**config.mk**
```make
export PLATFORM = sky130hd
export DESIGN_NAME = bounded_list_insert_delete
export DESIGN_NICKNAME = d
export VERILOG_FILES = /design/src/design/bli_pkg.sv /design/src/design/bli_ctrl.sv /design/src/design/bli_datapath.sv /design/src/design/bounded_list_insert_delete.sv
export SDC_FILE = /design/constraint.sdc
export NUM_CORES = 1
export LEC_CHECK = 0
export BUFFER_PORTS_ARGS = -buffer_cell sky130_fd_sc_hd__buf_2
export CAP_MARGIN = 20
export CORE_AREA = 5 5 394 202
export DETAILED_ROUTE_END_ITERATION = 8
export DIE_AREA = 0 0 399 207
export PLACE_DENSITY = 0.61
export SLEW_MARGIN = 40
export SYNTH_ARGS = -nofsm -noshare
export SYNTH_HDL_FRONTEND = slang
export SYNTH_SLANG_ARGS = --single-unit
export TNS_END_PERCENT = 5
```
**constraint.sdc**
```tcl
create_clock -name clk -period 7.8 [get_ports clk]
set_clock_uncertainty 0.15 [all_clocks]
set_input_delay 1.17 -clock clk [delete_from_list [all_inputs] [get_ports clk]]
set_output_delay 1.17 -clock clk [all_outputs]
set_load 0.005 [all_outputs]
```
**src/design/bli_pkg.sv**
```systemverilog
package bli_pkg;

  // list geometry
  localparam int DEPTH   = 16;
  localparam int CNT_W   = $clog2(DEPTH + 1);
  localparam int IDX_W   = (DEPTH > 1) ? $clog2(DEPTH) : 1;

  // field widths
  localparam int REQ_W   = 3;
  localparam int VALUE_W = 32;
  localparam int POS_W   = 8;
  localparam int STAT_W  = 3;
  localparam int COUNT_W = 5;

  // width used to compare a position against the count
  localparam int CMP_W   = (POS_W > CNT_W) ? POS_W : CNT_W;

  // stream payload widths, padded to whole bytes
  localparam int IN_TDATA_W  = ((VALUE_W + POS_W + 7) / 8) * 8;
  localparam int OUT_TDATA_W = ((VALUE_W + COUNT_W + 7) / 8) * 8;

  // request codes
  typedef enum logic [REQ_W-1:0] {
    REQ_INS_FRONT = 3'd0,
    REQ_INS_END   = 3'd1,
    REQ_DEL_FRONT = 3'd2,
    REQ_DEL_END   = 3'd3,
    REQ_DEL_POS   = 3'd4
  } req_t;

  // status codes
  typedef enum logic [STAT_W-1:0] {
    STAT_OK      = 3'd0,
    STAT_EMPTY   = 3'd1,
    STAT_INVALID = 3'd2,
    STAT_RANGE   = 3'd3,
    STAT_FULL    = 3'd4
  } status_t;

  // controller states
  typedef enum logic [1:0] {
    S_IDLE,
    S_EXEC,
    S_RESP
  } state_t;

  // commands from controller to datapath
  typedef struct packed {
    logic capture;
    logic execute;
  } ctrl_cmd_t;

endpackage

```
**src/design/bli_ctrl.sv**
```systemverilog
module bli_ctrl (
  input  logic                clk,
  input  logic                rst_n,
  input  logic                in_tvalid,
  output logic                in_tready,
  output logic                out_tvalid,
  input  logic                out_tready,
  output bli_pkg::ctrl_cmd_t  cmd
);

  bli_pkg::state_t state_r;
  bli_pkg::state_t state_nxt;

  // next state
  always_comb begin
    state_nxt = state_r;
    case (state_r)
      bli_pkg::S_IDLE: begin
        if (in_tvalid) begin
          state_nxt = bli_pkg::S_EXEC;
        end
      end
      bli_pkg::S_EXEC: begin
        state_nxt = bli_pkg::S_RESP;
      end
      bli_pkg::S_RESP: begin
        if (out_tready) begin
          state_nxt = bli_pkg::S_IDLE;
        end
      end
      default: begin
        state_nxt = bli_pkg::S_IDLE;
      end
    endcase
  end

  // state register
  always_ff @(posedge clk) begin
    if (!rst_n) begin
      state_r <= bli_pkg::S_IDLE;
    end else begin
      state_r <= state_nxt;
    end
  end

  // outputs
  always_comb begin
    in_tready   = 1'b0;
    out_tvalid  = 1'b0;
    cmd.capture = 1'b0;
    cmd.execute = 1'b0;
    case (state_r)
      bli_pkg::S_IDLE: begin
        in_tready   = 1'b1;
        cmd.capture = in_tvalid;
      end
      bli_pkg::S_EXEC: begin
        cmd.execute = 1'b1;
      end
      bli_pkg::S_RESP: begin
        out_tvalid = 1'b1;
      end
      default: begin
        in_tready = 1'b0;
      end
    endcase
  end

endmodule

```
**src/design/bli_datapath.sv**
```systemverilog
module bli_datapath (
  input  logic                        clk,
  input  logic                        rst_n,
  input  bli_pkg::ctrl_cmd_t          cmd,
  input  logic [bli_pkg::REQ_W-1:0]   req_in,
  input  logic [bli_pkg::VALUE_W-1:0] value_in,
  input  logic [bli_pkg::POS_W-1:0]   pos_in,
  output logic [bli_pkg::STAT_W-1:0]  res_status,
  output logic [bli_pkg::VALUE_W-1:0] res_removed,
  output logic [bli_pkg::COUNT_W-1:0] res_count
);

  // captured request
  logic [bli_pkg::REQ_W-1:0]   req_r;
  logic [bli_pkg::VALUE_W-1:0] val_r;
  logic [bli_pkg::POS_W-1:0]   pos_r;

  // entry cells and occupancy
  logic [bli_pkg::VALUE_W-1:0] cells_r   [bli_pkg::DEPTH];
  logic [bli_pkg::VALUE_W-1:0] cells_nxt [bli_pkg::DEPTH];
  logic [bli_pkg::CNT_W-1:0]   occ_r;
  logic [bli_pkg::CNT_W-1:0]   occ_nxt;

  // result register
  logic [bli_pkg::STAT_W-1:0]  status_r;
  logic [bli_pkg::STAT_W-1:0]  status_nxt;
  logic [bli_pkg::VALUE_W-1:0] removed_r;
  logic [bli_pkg::VALUE_W-1:0] removed_nxt;
  logic [bli_pkg::COUNT_W-1:0] count_r;

  // decoded operation
  logic                        do_ins_front;
  logic                        do_ins_end;
  logic                        do_del;
  logic [bli_pkg::IDX_W-1:0]   del_idx;
  logic                        full;
  logic                        empty;
  logic [bli_pkg::CMP_W-1:0]   pos_ext;
  logic [bli_pkg::CMP_W-1:0]   occ_ext;

  assign full    = (occ_r == bli_pkg::CNT_W'(bli_pkg::DEPTH));
  assign empty   = (occ_r == '0);
  assign pos_ext = bli_pkg::CMP_W'(pos_r);
  assign occ_ext = bli_pkg::CMP_W'(occ_r);

  // request decode, checks and new count
  always_comb begin
    status_nxt   = bli_pkg::STAT_OK;
    do_ins_front = 1'b0;
    do_ins_end   = 1'b0;
    do_del       = 1'b0;
    del_idx      = '0;
    occ_nxt      = occ_r;
    case (req_r)
      bli_pkg::REQ_INS_FRONT: begin
        if (full) begin
          status_nxt = bli_pkg::STAT_FULL;
        end else begin
          do_ins_front = 1'b1;
          occ_nxt      = occ_r + bli_pkg::CNT_W'(1);
        end
      end
      bli_pkg::REQ_INS_END: begin
        if (full) begin
          status_nxt = bli_pkg::STAT_FULL;
        end else begin
          do_ins_end = 1'b1;
          occ_nxt    = occ_r + bli_pkg::CNT_W'(1);
        end
      end
      bli_pkg::REQ_DEL_FRONT: begin
        if (empty) begin
          status_nxt = bli_pkg::STAT_EMPTY;
        end else begin
          do_del  = 1'b1;
          del_idx = '0;
          occ_nxt = occ_r - bli_pkg::CNT_W'(1);
        end
      end
      bli_pkg::REQ_DEL_END: begin
        if (empty) begin
          status_nxt = bli_pkg::STAT_EMPTY;
        end else begin
          do_del  = 1'b1;
          del_idx = bli_pkg::IDX_W'(occ_r - bli_pkg::CNT_W'(1));
          occ_nxt = occ_r - bli_pkg::CNT_W'(1);
        end
      end
      bli_pkg::REQ_DEL_POS: begin
        if (empty) begin
          status_nxt = bli_pkg::STAT_EMPTY;
        end else if (pos_r == '0) begin
          status_nxt = bli_pkg::STAT_INVALID;
        end else if (pos_ext > occ_ext) begin
          status_nxt = bli_pkg::STAT_RANGE;
        end else begin
          do_del  = 1'b1;
          del_idx = bli_pkg::IDX_W'(pos_ext - bli_pkg::CMP_W'(1));
          occ_nxt = occ_r - bli_pkg::CNT_W'(1);
        end
      end
      default: begin
        status_nxt = bli_pkg::STAT_OK;
      end
    endcase
  end

  // removed value, one read of the cell row
  always_comb begin
    removed_nxt = '0;
    if (do_del) begin
      removed_nxt = cells_r[del_idx];
    end
  end

  // per-cell next value: shift toward the end, append, or close the gap
  for (genvar g = 0; g < bli_pkg::DEPTH; g++) begin : g_cell
    always_comb begin
      cells_nxt[g] = cells_r[g];
      if (do_ins_front) begin
        if (g == 0) begin
          cells_nxt[g] = val_r;
        end else begin
          cells_nxt[g] = cells_r[(g == 0) ? 0 : g - 1];
        end
      end else if (do_ins_end) begin
        if (bli_pkg::CNT_W'(g) == occ_r) begin
          cells_nxt[g] = val_r;
        end
      end else if (do_del) begin
        if ((g < bli_pkg::DEPTH - 1) && (bli_pkg::IDX_W'(g) >= del_idx)) begin
          cells_nxt[g] = cells_r[(g < bli_pkg::DEPTH - 1) ? g + 1 : g];
        end
      end
    end
  end

  // request capture on an input transfer
  always_ff @(posedge clk) begin
    if (cmd.capture) begin
      req_r <= req_in;
      val_r <= value_in;
      pos_r <= pos_in;
    end
  end

  // cell row update
  always_ff @(posedge clk) begin
    if (cmd.execute) begin
      cells_r <= cells_nxt;
    end
  end

  // occupancy
  always_ff @(posedge clk) begin
    if (!rst_n) begin
      occ_r <= '0;
    end else if (cmd.execute) begin
      occ_r <= occ_nxt;
    end
  end

  // result register
  always_ff @(posedge clk) begin
    if (cmd.execute) begin
      status_r  <= status_nxt;
      removed_r <= removed_nxt;
      count_r   <= bli_pkg::COUNT_W'(occ_nxt);
    end
  end

  assign res_status  = status_r;
  assign res_removed = removed_r;
  assign res_count   = count_r;

  // occupancy never exceeds the cell row
  a_occ_bound: assert property (@(posedge clk) disable iff (!rst_n)
    occ_r <= bli_pkg::CNT_W'(bli_pkg::DEPTH))
    else $error("occupancy beyond depth");

  // insert into a full list is refused and reported
  a_full: assert property (@(posedge clk) disable iff (!rst_n)
    cmd.execute && full &&
    (req_r == bli_pkg::REQ_INS_FRONT || req_r == bli_pkg::REQ_INS_END)
    |=> status_r == bli_pkg::STAT_FULL && $stable(occ_r))
    else $error("insert into full list not refused");

  // a successful delete drops the count by one
  a_del_count: assert property (@(posedge clk) disable iff (!rst_n)
    cmd.execute && do_del |=> occ_r == $past(occ_r) - bli_pkg::CNT_W'(1))
    else $error("delete did not drop count");

  // occupancy only moves while a request executes
  a_occ_hold: assert property (@(posedge clk) disable iff (!rst_n)
    !cmd.execute |=> $stable(occ_r))
    else $error("occupancy changed outside execute");

endmodule

```
**src/design/bounded_list_insert_delete.sv**
```systemverilog
// bounded ordered list with front/end insert and front/end/position delete
// after the input transfer the request is captured, executed on the cell row in
// S_EXEC with its result registered, and out_tvalid is then raised in S_RESP
// a new request is not taken until the result transfer has completed
// (capture, execute on the cell row, respond; the controller handles one at a time)
// reset: synchronous active-low rst_n empties the list and returns to idle;
// cell contents are not cleared and are only read once written
module bounded_list_insert_delete (
  input  logic                            clk,
  input  logic                            rst_n,
  input  logic                            in_tvalid,
  output logic                            in_tready,
  input  logic [bli_pkg::IN_TDATA_W-1:0]  in_tdata,   // value[31:0], position[39:32]
  input  logic [bli_pkg::REQ_W-1:0]       in_tuser,   // req_type[2:0]
  output logic                            out_tvalid,
  input  logic                            out_tready,
  output logic [bli_pkg::OUT_TDATA_W-1:0] out_tdata,  // removed_value[31:0], entry_count[36:32]
  output logic [bli_pkg::STAT_W-1:0]      out_tuser   // status[2:0]
);

  bli_pkg::ctrl_cmd_t           cmd;
  logic [bli_pkg::STAT_W-1:0]   res_status;
  logic [bli_pkg::VALUE_W-1:0]  res_removed;
  logic [bli_pkg::COUNT_W-1:0]  res_count;

  // handshake control
  bli_ctrl u_ctrl (
    .clk        (clk),
    .rst_n      (rst_n),
    .in_tvalid  (in_tvalid),
    .in_tready  (in_tready),
    .out_tvalid (out_tvalid),
    .out_tready (out_tready),
    .cmd        (cmd)
  );

  // cell row, occupancy and result register
  bli_datapath u_datapath (
    .clk         (clk),
    .rst_n       (rst_n),
    .cmd         (cmd),
    .req_in      (in_tuser),
    .value_in    (in_tdata[bli_pkg::VALUE_W-1:0]),
    .pos_in      (in_tdata[bli_pkg::VALUE_W +: bli_pkg::POS_W]),
    .res_status  (res_status),
    .res_removed (res_removed),
    .res_count   (res_count)
  );

  // pack the result transfer
  assign out_tdata = bli_pkg::OUT_TDATA_W'({res_count, res_removed});
  assign out_tuser = res_status;

endmodule
```
; Yosys cells after proc, flatten, opt, wreduce, memory -nomap -nowiden
; Cells that the tools add are included.
[classes]
add_sub_neg = 3
order_cmp = 17
eq_ne = 39
n_mux = 113
n_bitwise = 1
reduce_logical = 41
[op_table]
columns = cell, n
row1 = $mux 32, 80
row2 = $bmux 32 s4, 1
row3 = $reduce_and 4->1, 15
row4 = $reduce_bool 3->1, 16
row5 = $ne 3x2->1 const B, 15
row6 = $eq 4x5->1 const A, 8
row7 = $ge 4x4->1 const A, 7
row8 = $mux 5, 5
row9 = $eq 3x5->1 const A, 4
row10 = $ge 3x4->1 const A, 4
row11 = $mux 4, 4
row12 = $pmux 5 s3, 1
row13 = $mux 1, 12
row14 = $eq 2x5->1 const A, 2
row15 = $mux 3, 3
row16 = $pmux 3 s3, 1
row17 = $ge 1x4->1 const A, 2
row18 = $ge 2x4->1 const A, 2
row19 = $gt 8x5->1, 1
row20 = $logic_not 8->1, 1
row21 = $pmux 4 s2, 1
row22 = $eq 3x2->1 const B, 2
row23 = $mux 2, 3
row24 = $pmux 2 s3, 1
row25 = other kinds (20), 23
[word_totals]
register_bits = 602
inputBits = 47
out_inout_bits = 45

; Longest topological paths before layout
; Gate-level depths: netlist (run 1).
[logic_depth]
word_depth = 10
mapped_depth = 15

; Hierarchy
; A second synthesis (run 1) with hierarchy kept.
[hier_totals]
cells_unflattened = 2782
hier_area_um2 = 30190.2
[modules_own_cells]
columns = mod, instances, cells_per_inst, area_each_um2, seq_area_each_um2
row1 = bli_datapath, 1, 2769, 30071.3, 17967.2
row2 = bli_ctrl, 1, 9, 92.6, 40.0
row3 = bounded_list_insert_delete, 1, 4, 26.3, 0.0

; Worst setup path after synthesis (run 1)
; Ideal clock, no wire load.
[synth_path]
path_type = register -> register
startpoint = register u_datapath.occ_r[0] in the netlist's numbering
endpoint = register u_datapath.cells_r[480] in the netlist's numbering (enable)
arrival_ns = 7.392
required_time_ns = 7.055
setup_slack_ns = -0.337
stages_incl_launch_ff = 14
period_less_slack_ns = 8.137
cell_sequence = dfxtp_1 -> clkbuf_1 -> inv_1 -> ha_1 -> nor4b_4 -> inv_2 -> ha_1 -> nand3_1 -> a21boi_1 -> buf_4 -> buf_4 -> buf_4 -> nand2_1 -> a2111oi_0
[synth_between]
elab_chain_cells = 8
elab_cells_between_ends = 22
cone_classes = 1 x add/sub / 2 x order compare / 2 x eq/ne / 13 x mux / 4 x reduce/logical
[synth_rtl]
columns = item, line
row1 = "start, declared", bli_datapath.sv:21  ; logic [bli_pkg::CNT_W-1:0] occ_r;
row2 = "start signal, assigned", bli_datapath.sv:159  ; occ_r <= occ_nxt;
row3 = $gt 8x5->1, bli_datapath.sv:94  ; end else if (pos_ext > occ_ext) begin
row4 = $mux 4, bli_datapath.sv:94
row5 = $mux 4, bli_datapath.sv:92  ; end else if (pos_r == '0) begin
row6 = $mux 4, bli_datapath.sv:90  ; if (empty) begin
row7 = $pmux 4 s2, bli_datapath.sv:54  ; case (req_r)
row8 = $ge 1x4->1, bli_datapath.sv:131  ; if ((g < bli_pkg::DEPTH - 1) && (bli_pkg::IDX_W'(g) >= del_idx)) begin
row9 = $reduce_bool 3->1 (no source line), -
row10 = $reduce_and 4->1 (no source line) (*), -
row11 = "end signal, assigned", bli_datapath.sv:150  ; cells_r <= cells_nxt;
row12 = "end, declared", bli_datapath.sv:19  ; logic [bli_pkg::VALUE_W-1:0] cells_r [bli_pkg::DEPTH];
; Mark *: on every way between the ends. The rest lies on a longest branch, timed or not.
; A chain may end at the register's enable or synchronous reset.

; Final worst setup path (run 1)
[layout_path]
startpoint = register u_datapath.occ_r[3] in the netlist's numbering
endpoint = register u_datapath.cells_r[87] in the netlist's numbering (enable)
[layout_between]
elab_chain_cells = 8
elab_cells_between_ends = 23
cone_classes = 1 x add/sub / 2 x order compare / 3 x eq/ne / 13 x mux / 4 x reduce/logical
[layout_rtl]
columns = item, line
row1 = $gt 8x5->1, bli_datapath.sv:94
row2 = $mux 4, bli_datapath.sv:94
row3 = $mux 4, bli_datapath.sv:92
row4 = $mux 4, bli_datapath.sv:90
row5 = $pmux 4 s2, bli_datapath.sv:54
row6 = $ge 4x4->1, bli_datapath.sv:131
row7 = $reduce_bool 3->1 (no source line), -
row8 = $reduce_and 4->1 (no source line) (*), -
; Marks and branches as above.

==> results of run 1 <==
[cell usage in the layout (no fill, tap or decap), drive strengths merged, types with 7 or more instances in the layout]
cell type | synthesis | layout
nand3 | 8 | 8
dfxtp | 7 | 7
o21ai | 22 | 22
a221oi | 65 | 65
a2111oi | 36 | 36
edfxtp | 595 | 595
o211a | 33 | 33
a21oi | 40 | 40
a22o | 31 | 31
and2 | 64 | 64
ha | 14 | 14
clkinv | 0 | 20
inv | 12 | 12
nor3 | 12 | 12
nor2b | 10 | 10
nand2 | 256 | 256
a221o | 436 | 436
nor2 | 22 | 22
a32oi | 31 | 31
mux2 | 34 | 34
mux2i | 125 | 125
a31oi | 33 | 33
buf | 91 | 147
a211oi | 35 | 35
clkbuf | 159 | 74
[worst paths after layout]
path | from | to | slack (ps) | cells past startpoint
max | u_datapath.occ_r[3] | u_datapath.cells_r[87] | 2580 | 10
min | u_datapath.cells_r[511] | u_datapath.cells_r[479] | 410 | 2
min reg2reg | u_datapath.cells_r[511] | u_datapath.cells_r[479] | 410 | 2
max reg2reg | u_datapath.occ_r[3] | u_datapath.cells_r[87] | 2580 | 10
[flip-flops by register name (all words and copies together) (netlist names)]
signal,flops
u_datapath.val_r,32
u_datapath.pos_ext,8
u_ctrl.state_r,2
u_datapath.res_count,5
u_datapath.occ_r,5
u_datapath.res_removed,32
u_datapath.res_status,3
u_datapath.req_r,3
u_datapath.cells_r,512
[worst register-to-register path, delay by kind of cell, from the launching register on]
| kind | cells | cell delay, ps |
|---|---|---|
| AO/OA/AOI/OAI | 3 | 1680 |
| buffers and inverters | 3 | 1430 |
| flip-flops | 1 | 620 |
| AND/OR/NAND/NOR | 2 | 450 |
| adder cells (fa/ha/maj) | 1 | 350 |
| multiplexers | 1 | 130 |
[final cells by class]
type	count	area, um^2	share of cell area
Multi-Input combinational cell	1370	11100	0.336
Inverter	12	45.0	0.00136
Clock buffer	74	1450	0.0437
Timing Repair Buffer	147	1070	0.0322
Clock inverter	22	149	0.00449
Tap cell	1036	1300	0.0391
Sequential cell	602	18000	0.543
[per-stage QoR]
step | power, W | hold slack [ps]
after floorplan | 0.00432 | 363
after global placement | 0.00455 | 382
after detailed placement | 0.00457 | 388
after CTS | 0.00714 | 399
after global routing | 0.00736 | 427
final | 0.00711 | 407
[routing by layer]
| layer | GRT usage | vias up |
|---|---|---|
| li1 | - | 9345 |
| met1 | 0.353 | 11400 |
| met2 | 0.290 | 1492 |
| met3 | 0.0642 | 151 |
| met4 | 0.0523 | 0 |
| met5 | 0 | - |
[power by group through the flow]
stage / Combinational [W] / Sequential (W) / Clock [W]
after floorplan: 0.000508 / 0.00381 / 0
after global placement: 0.000710 / 0.00384 / 0
after detailed placement: 0.000729 / 0.00384 / 0
after CTS: 0.000732 / 0.00378 / 0.00263
after global routing: 0.000797 / 0.00378 / 0.00278
final: 0.000751 / 0.00378 / 0.00258
[cells by family (layout without fill, tap and decap cells)]
group,after synthesis,count (layout),share of synthesized area
xor gates and xnor gates,6,6,0.00175
muxes,159,159,0.0544
buffers and inverters,262,255,0.0386
AOI/OAI and AO/OA,796,796,0.241
and+or+nand+nor,392,392,0.0594
adders and majority gates,14,14,0.00583
other,1,3,0.000125
DFF,602,602,0.599
==> run metrics, run 1 <==
RSZ-0062 raised after global routing=false; CP endpoint kind=flop; Worst EP arrival=5310 ps; sw frac=0.253; Max Cap Violations=0; Yosys Warn Count=0; Seq/Total Area, Yosys=0.599; Synth area leader=edfxtp_1; Clock Latency Late Sink=630 ps; CP cell instances=inv_1, ha_1, nand4_1, mux2i_1, a21oi_4, buf_4, o21a_1, nor2_1, a221oi_4, buf_4; Post-synth top cells=edfxtp_1 (595), a221o_1 (436), nand2_1 (256); Layout Nets=2248; CTS tree=built; Die ar.=0.0826 mm^2; actual slew at the worst max-slew pin=882 ps; core area=0.0761 mm^2; CTS buffer count=54; via total after detailed routing=22400; Ports=92; number of synthesized flops with an enable pin=595; worst-path maximum fanout=37; count leader, synth=edfxtp_1; most frequent CP cell=buf_4; Place WS=2670 ps; width of the die=399 um; Worst setup SP type=flop; power density over cell area=215 mW/mm^2; Antenna Violating Nets Remaining=0; Filler cells=6849; Total GRT Usage=0.221; Final Core Density=0.435; Yosys top cell area share=0.594; fmax=0.191 GHz; met3 WL=11700 um; Final WS setup=2580 ps; Max-slew headroom=0.412; post_cts resized=0; combinational share of power=0.106; DP Area=0.0315 mm^2; CP top delay family=compound AO/OA/AOI/OAI gates; Final min period=5220 ps; Final Cell Area=0.0331 mm^2; initial antenna violation count=1; clock-pin slew on the worst setup and hold paths=70 ps; # Post-CTS Setup Buffers=0; hold_buf cts=0; Int Pwr=0.00531 W; H-Tree Depth=2; sequential share of power=0.531; main flop type after synthesis=edfxtp_1; DR iter-0 viols=3348; status=complete, no violations; largest cells by area after synthesis=edfxtp_1 (59%), a221o_1 (15%), mux2i_1 (4.2%); routability congestion estimate=0.859; count of cell types in the netlist=67; Cell Rows=72; worst vdd ir=0.165 mV; via/cell ratio=6.86; Crit Path Category=flop to flop; Post-synth ARST share=0; Routed WL=96200 um; WP data required=7890 ps; Synth Instances=2232; pins over their slew limit=0; fraction of layout cells with a size suffix above 1=0.132; worst hold path type=flop to flop; slowest stage delay, CP=800 ps; post-synthesis register bit count=602; root buffer cell=clkbuf_16; Initial Utilization=0.395; number of diodes=0; slowest CP cell=a221oi_4; GRT overflow=0; largest net degree at the start of global routing=207; Clock Tree Buf Depth=3; syn_area_per_cell=13.5 um^2; area grow syn2layout=10.3%; Die Y=207 um; Clock power frac=0.363; Critical path buffers and inverters=3; Synth Cell Area=0.0301 mm^2; final setup TNS=0 ps; DRC=0; wl on met1=44200 um; uppermost layer routed=met4; period utilization=0.670; Met2 Wirelength=38200 um; Static Leak=11.4 nW; First-pass DRT Iterations=6; dpl hpwl=53600 um; clk sinks=602; Finish-stage setup viols=0; non-filler cells, final=3263; Routed WL per cell=29.5 um; first-pass GRT wire length=141000 um; vias in the first global route=20800; Hold Fails Final Rpt=0; switching pwr=0.00180 W; placed insts=3165; PortBufs=88
No activity file was read; power rests on OpenSTA's default activity.
==> inputs of run 2 (changes only) <==
Clock period 7.8 ns to 4.6 ns, I/O delays scaled along.
==> run metrics, run 2 (synthesized netlist as in run 1, its figures left out) <==
slowest stage delay, CP=610 ps; Largest register FFs=512; met3 WL=12400 um; worst hold path type=input pin to flop; First-pass DRT Iterations=6; H-Tree Depth=2; routability congestion estimate=0.865; WP data required=4800 ps; Hold Fails Final Rpt=0; DRC=0; hold_buf cts=0; Ports=92; most frequent CP cell=buf_4; via/cell ratio=6.86; most common cell after layout, fill and taps aside=edfxtp_1; dpl hpwl=57100 um; clk sinks=602; Finish-stage setup viols=0; CP cell instances=inv_1, ha_1, a211oi_1, a21oi_4, buf_4, o21a_1, buf_4, nor2_4, buf_4, a211oi_1, a22o_1; pins over their slew limit=0; area grow syn2layout=12.3%; Final Core Density=0.443; Worst EP arrival=4380 ps; slowest CP cell=dfxtp_1; Max-slew headroom=0.453; PortBufs=88; root buffer cell=clkbuf_16; power density over cell area=359 mW/mm^2; fmax=0.239 GHz; Final min period=4180 ps; Initial Utilization=0.395; Met2 Wirelength=40800 um; largest net degree at the start of global routing=117; initial antenna violation count=1; Die Y=207 um; Cell Rows=72; Static Leak=11.7 nW; Routed WL=99900 um; vias in the first global route=21600; R2R setup slack=420 ps; DR iter-0 viols=3375; commonest non-fill, non-tap cells in the layout=edfxtp_1 (595), a221o_1 (436), nand2_1 (255), mux2i_1 (125), buf_2 (88); worst-path maximum fanout=30; fraction of layout cells with a size suffix above 1=0.154; Critical path buffers and inverters=4; GRT overflow=0; final setup TNS=0 ps; Routed WL per cell=30.1 um; Clock Latency Late Sink=620 ps; post_cts resized=0; core area=0.0761 mm^2; clock-pin slew on the worst setup and hold paths=70 ps; actual slew at the worst max-slew pin=820 ps; CP top delay family=compound AO/OA/AOI/OAI gates; Clock Tree Buf Depth=3; wl on met1=44400 um; Total GRT Usage=0.230; # Post-CTS Setup Buffers=0; Worst setup SP type=flop; Max Cap Violations=0; CTS tree=built; width of the die=399 um; uppermost layer routed=met4; first-pass GRT wire length=146000 um; CTS buffer count=54; Layout Nets=2303; via total after detailed routing=22800; Crit Path Category=flop to flop; Die ar.=0.0826 mm^2; most flop-heavy register=u_datapath.cells_r; RSZ-0062 raised after global routing=false; number of diodes=0; Antenna Violating Nets Remaining=0; status=complete, no violations; worst vdd ir=0.278 mV; CP endpoint kind=flop; period utilization=0.909
run 2: final timing paths:
check,from,endpoint,depth (start not counted)
setup reg to reg,u_datapath.occ_r[3],u_datapath.res_removed[13],11
hold reg to reg,u_datapath.cells_r[487],u_datapath.cells_r[455],1
hold / removal,in_tdata[4],u_datapath.val_r[4],1
setup / recovery,u_datapath.occ_r[3],u_datapath.res_removed[13],11
run 2: area by class of cell:
cell class / instances / area, um^2
Clock buffer: 69 / 1430
Clock inverter: 28 / 180
Fill cell: 6844 / 42400
Inverter: 12 / 45.0
Multi-Input combinational cell: 1370 / 11200
Sequential cell: 602 / 18000
Tap cell: 1036 / 1300
Timing Repair Buffer: 202 / 1630
run 2: metrics by stage:
step | setup WS (ps) | hold WS (ps) | total power, W | cell area (um^2) | std cells
2_1_floorplan | -913 | 363 | 0.00733 | 30100 | 2234
3_3_place_gp | 642 | 384 | 0.00780 | 32100 | 3220
3_5_place_dp | 584 | 406 | 0.00783 | 32100 | 3222
4_1_cts | 550 | 67.7 | 0.0122 | 33700 | 3319
5_1_grt | 340 | 69.1 | 0.0125 | 33700 | 3319
6_report | 418 | 95.0 | 0.0121 | 33700 | 3319
run 2: worst reg2reg max path: cells and delay by family, from the launching register on:
family	cells	cell delay, ps
AOI/OAI and AO/OA	5	1460
buffers and inverters	4	1200
DFF	1	610
adders and majority gates	1	350
and+or+nand+nor	1	180
run 2: power by group:
group / switching, W / internal, W / total (W)
Clock: 0.00208 / 0.00230 / 0.00438
Sequential: 0.000133 / 0.00626 / 0.00640
Combinational: 0.000823 / 0.000526 / 0.00135
run 2: per-layer routing:
layer  vias to the layer above  global-route usage
li1                       9461                   -
met1                     11600               0.355
met2                      1580               0.318
met3                       169              0.0687
met4                         0              0.0492
met5                         -                   0
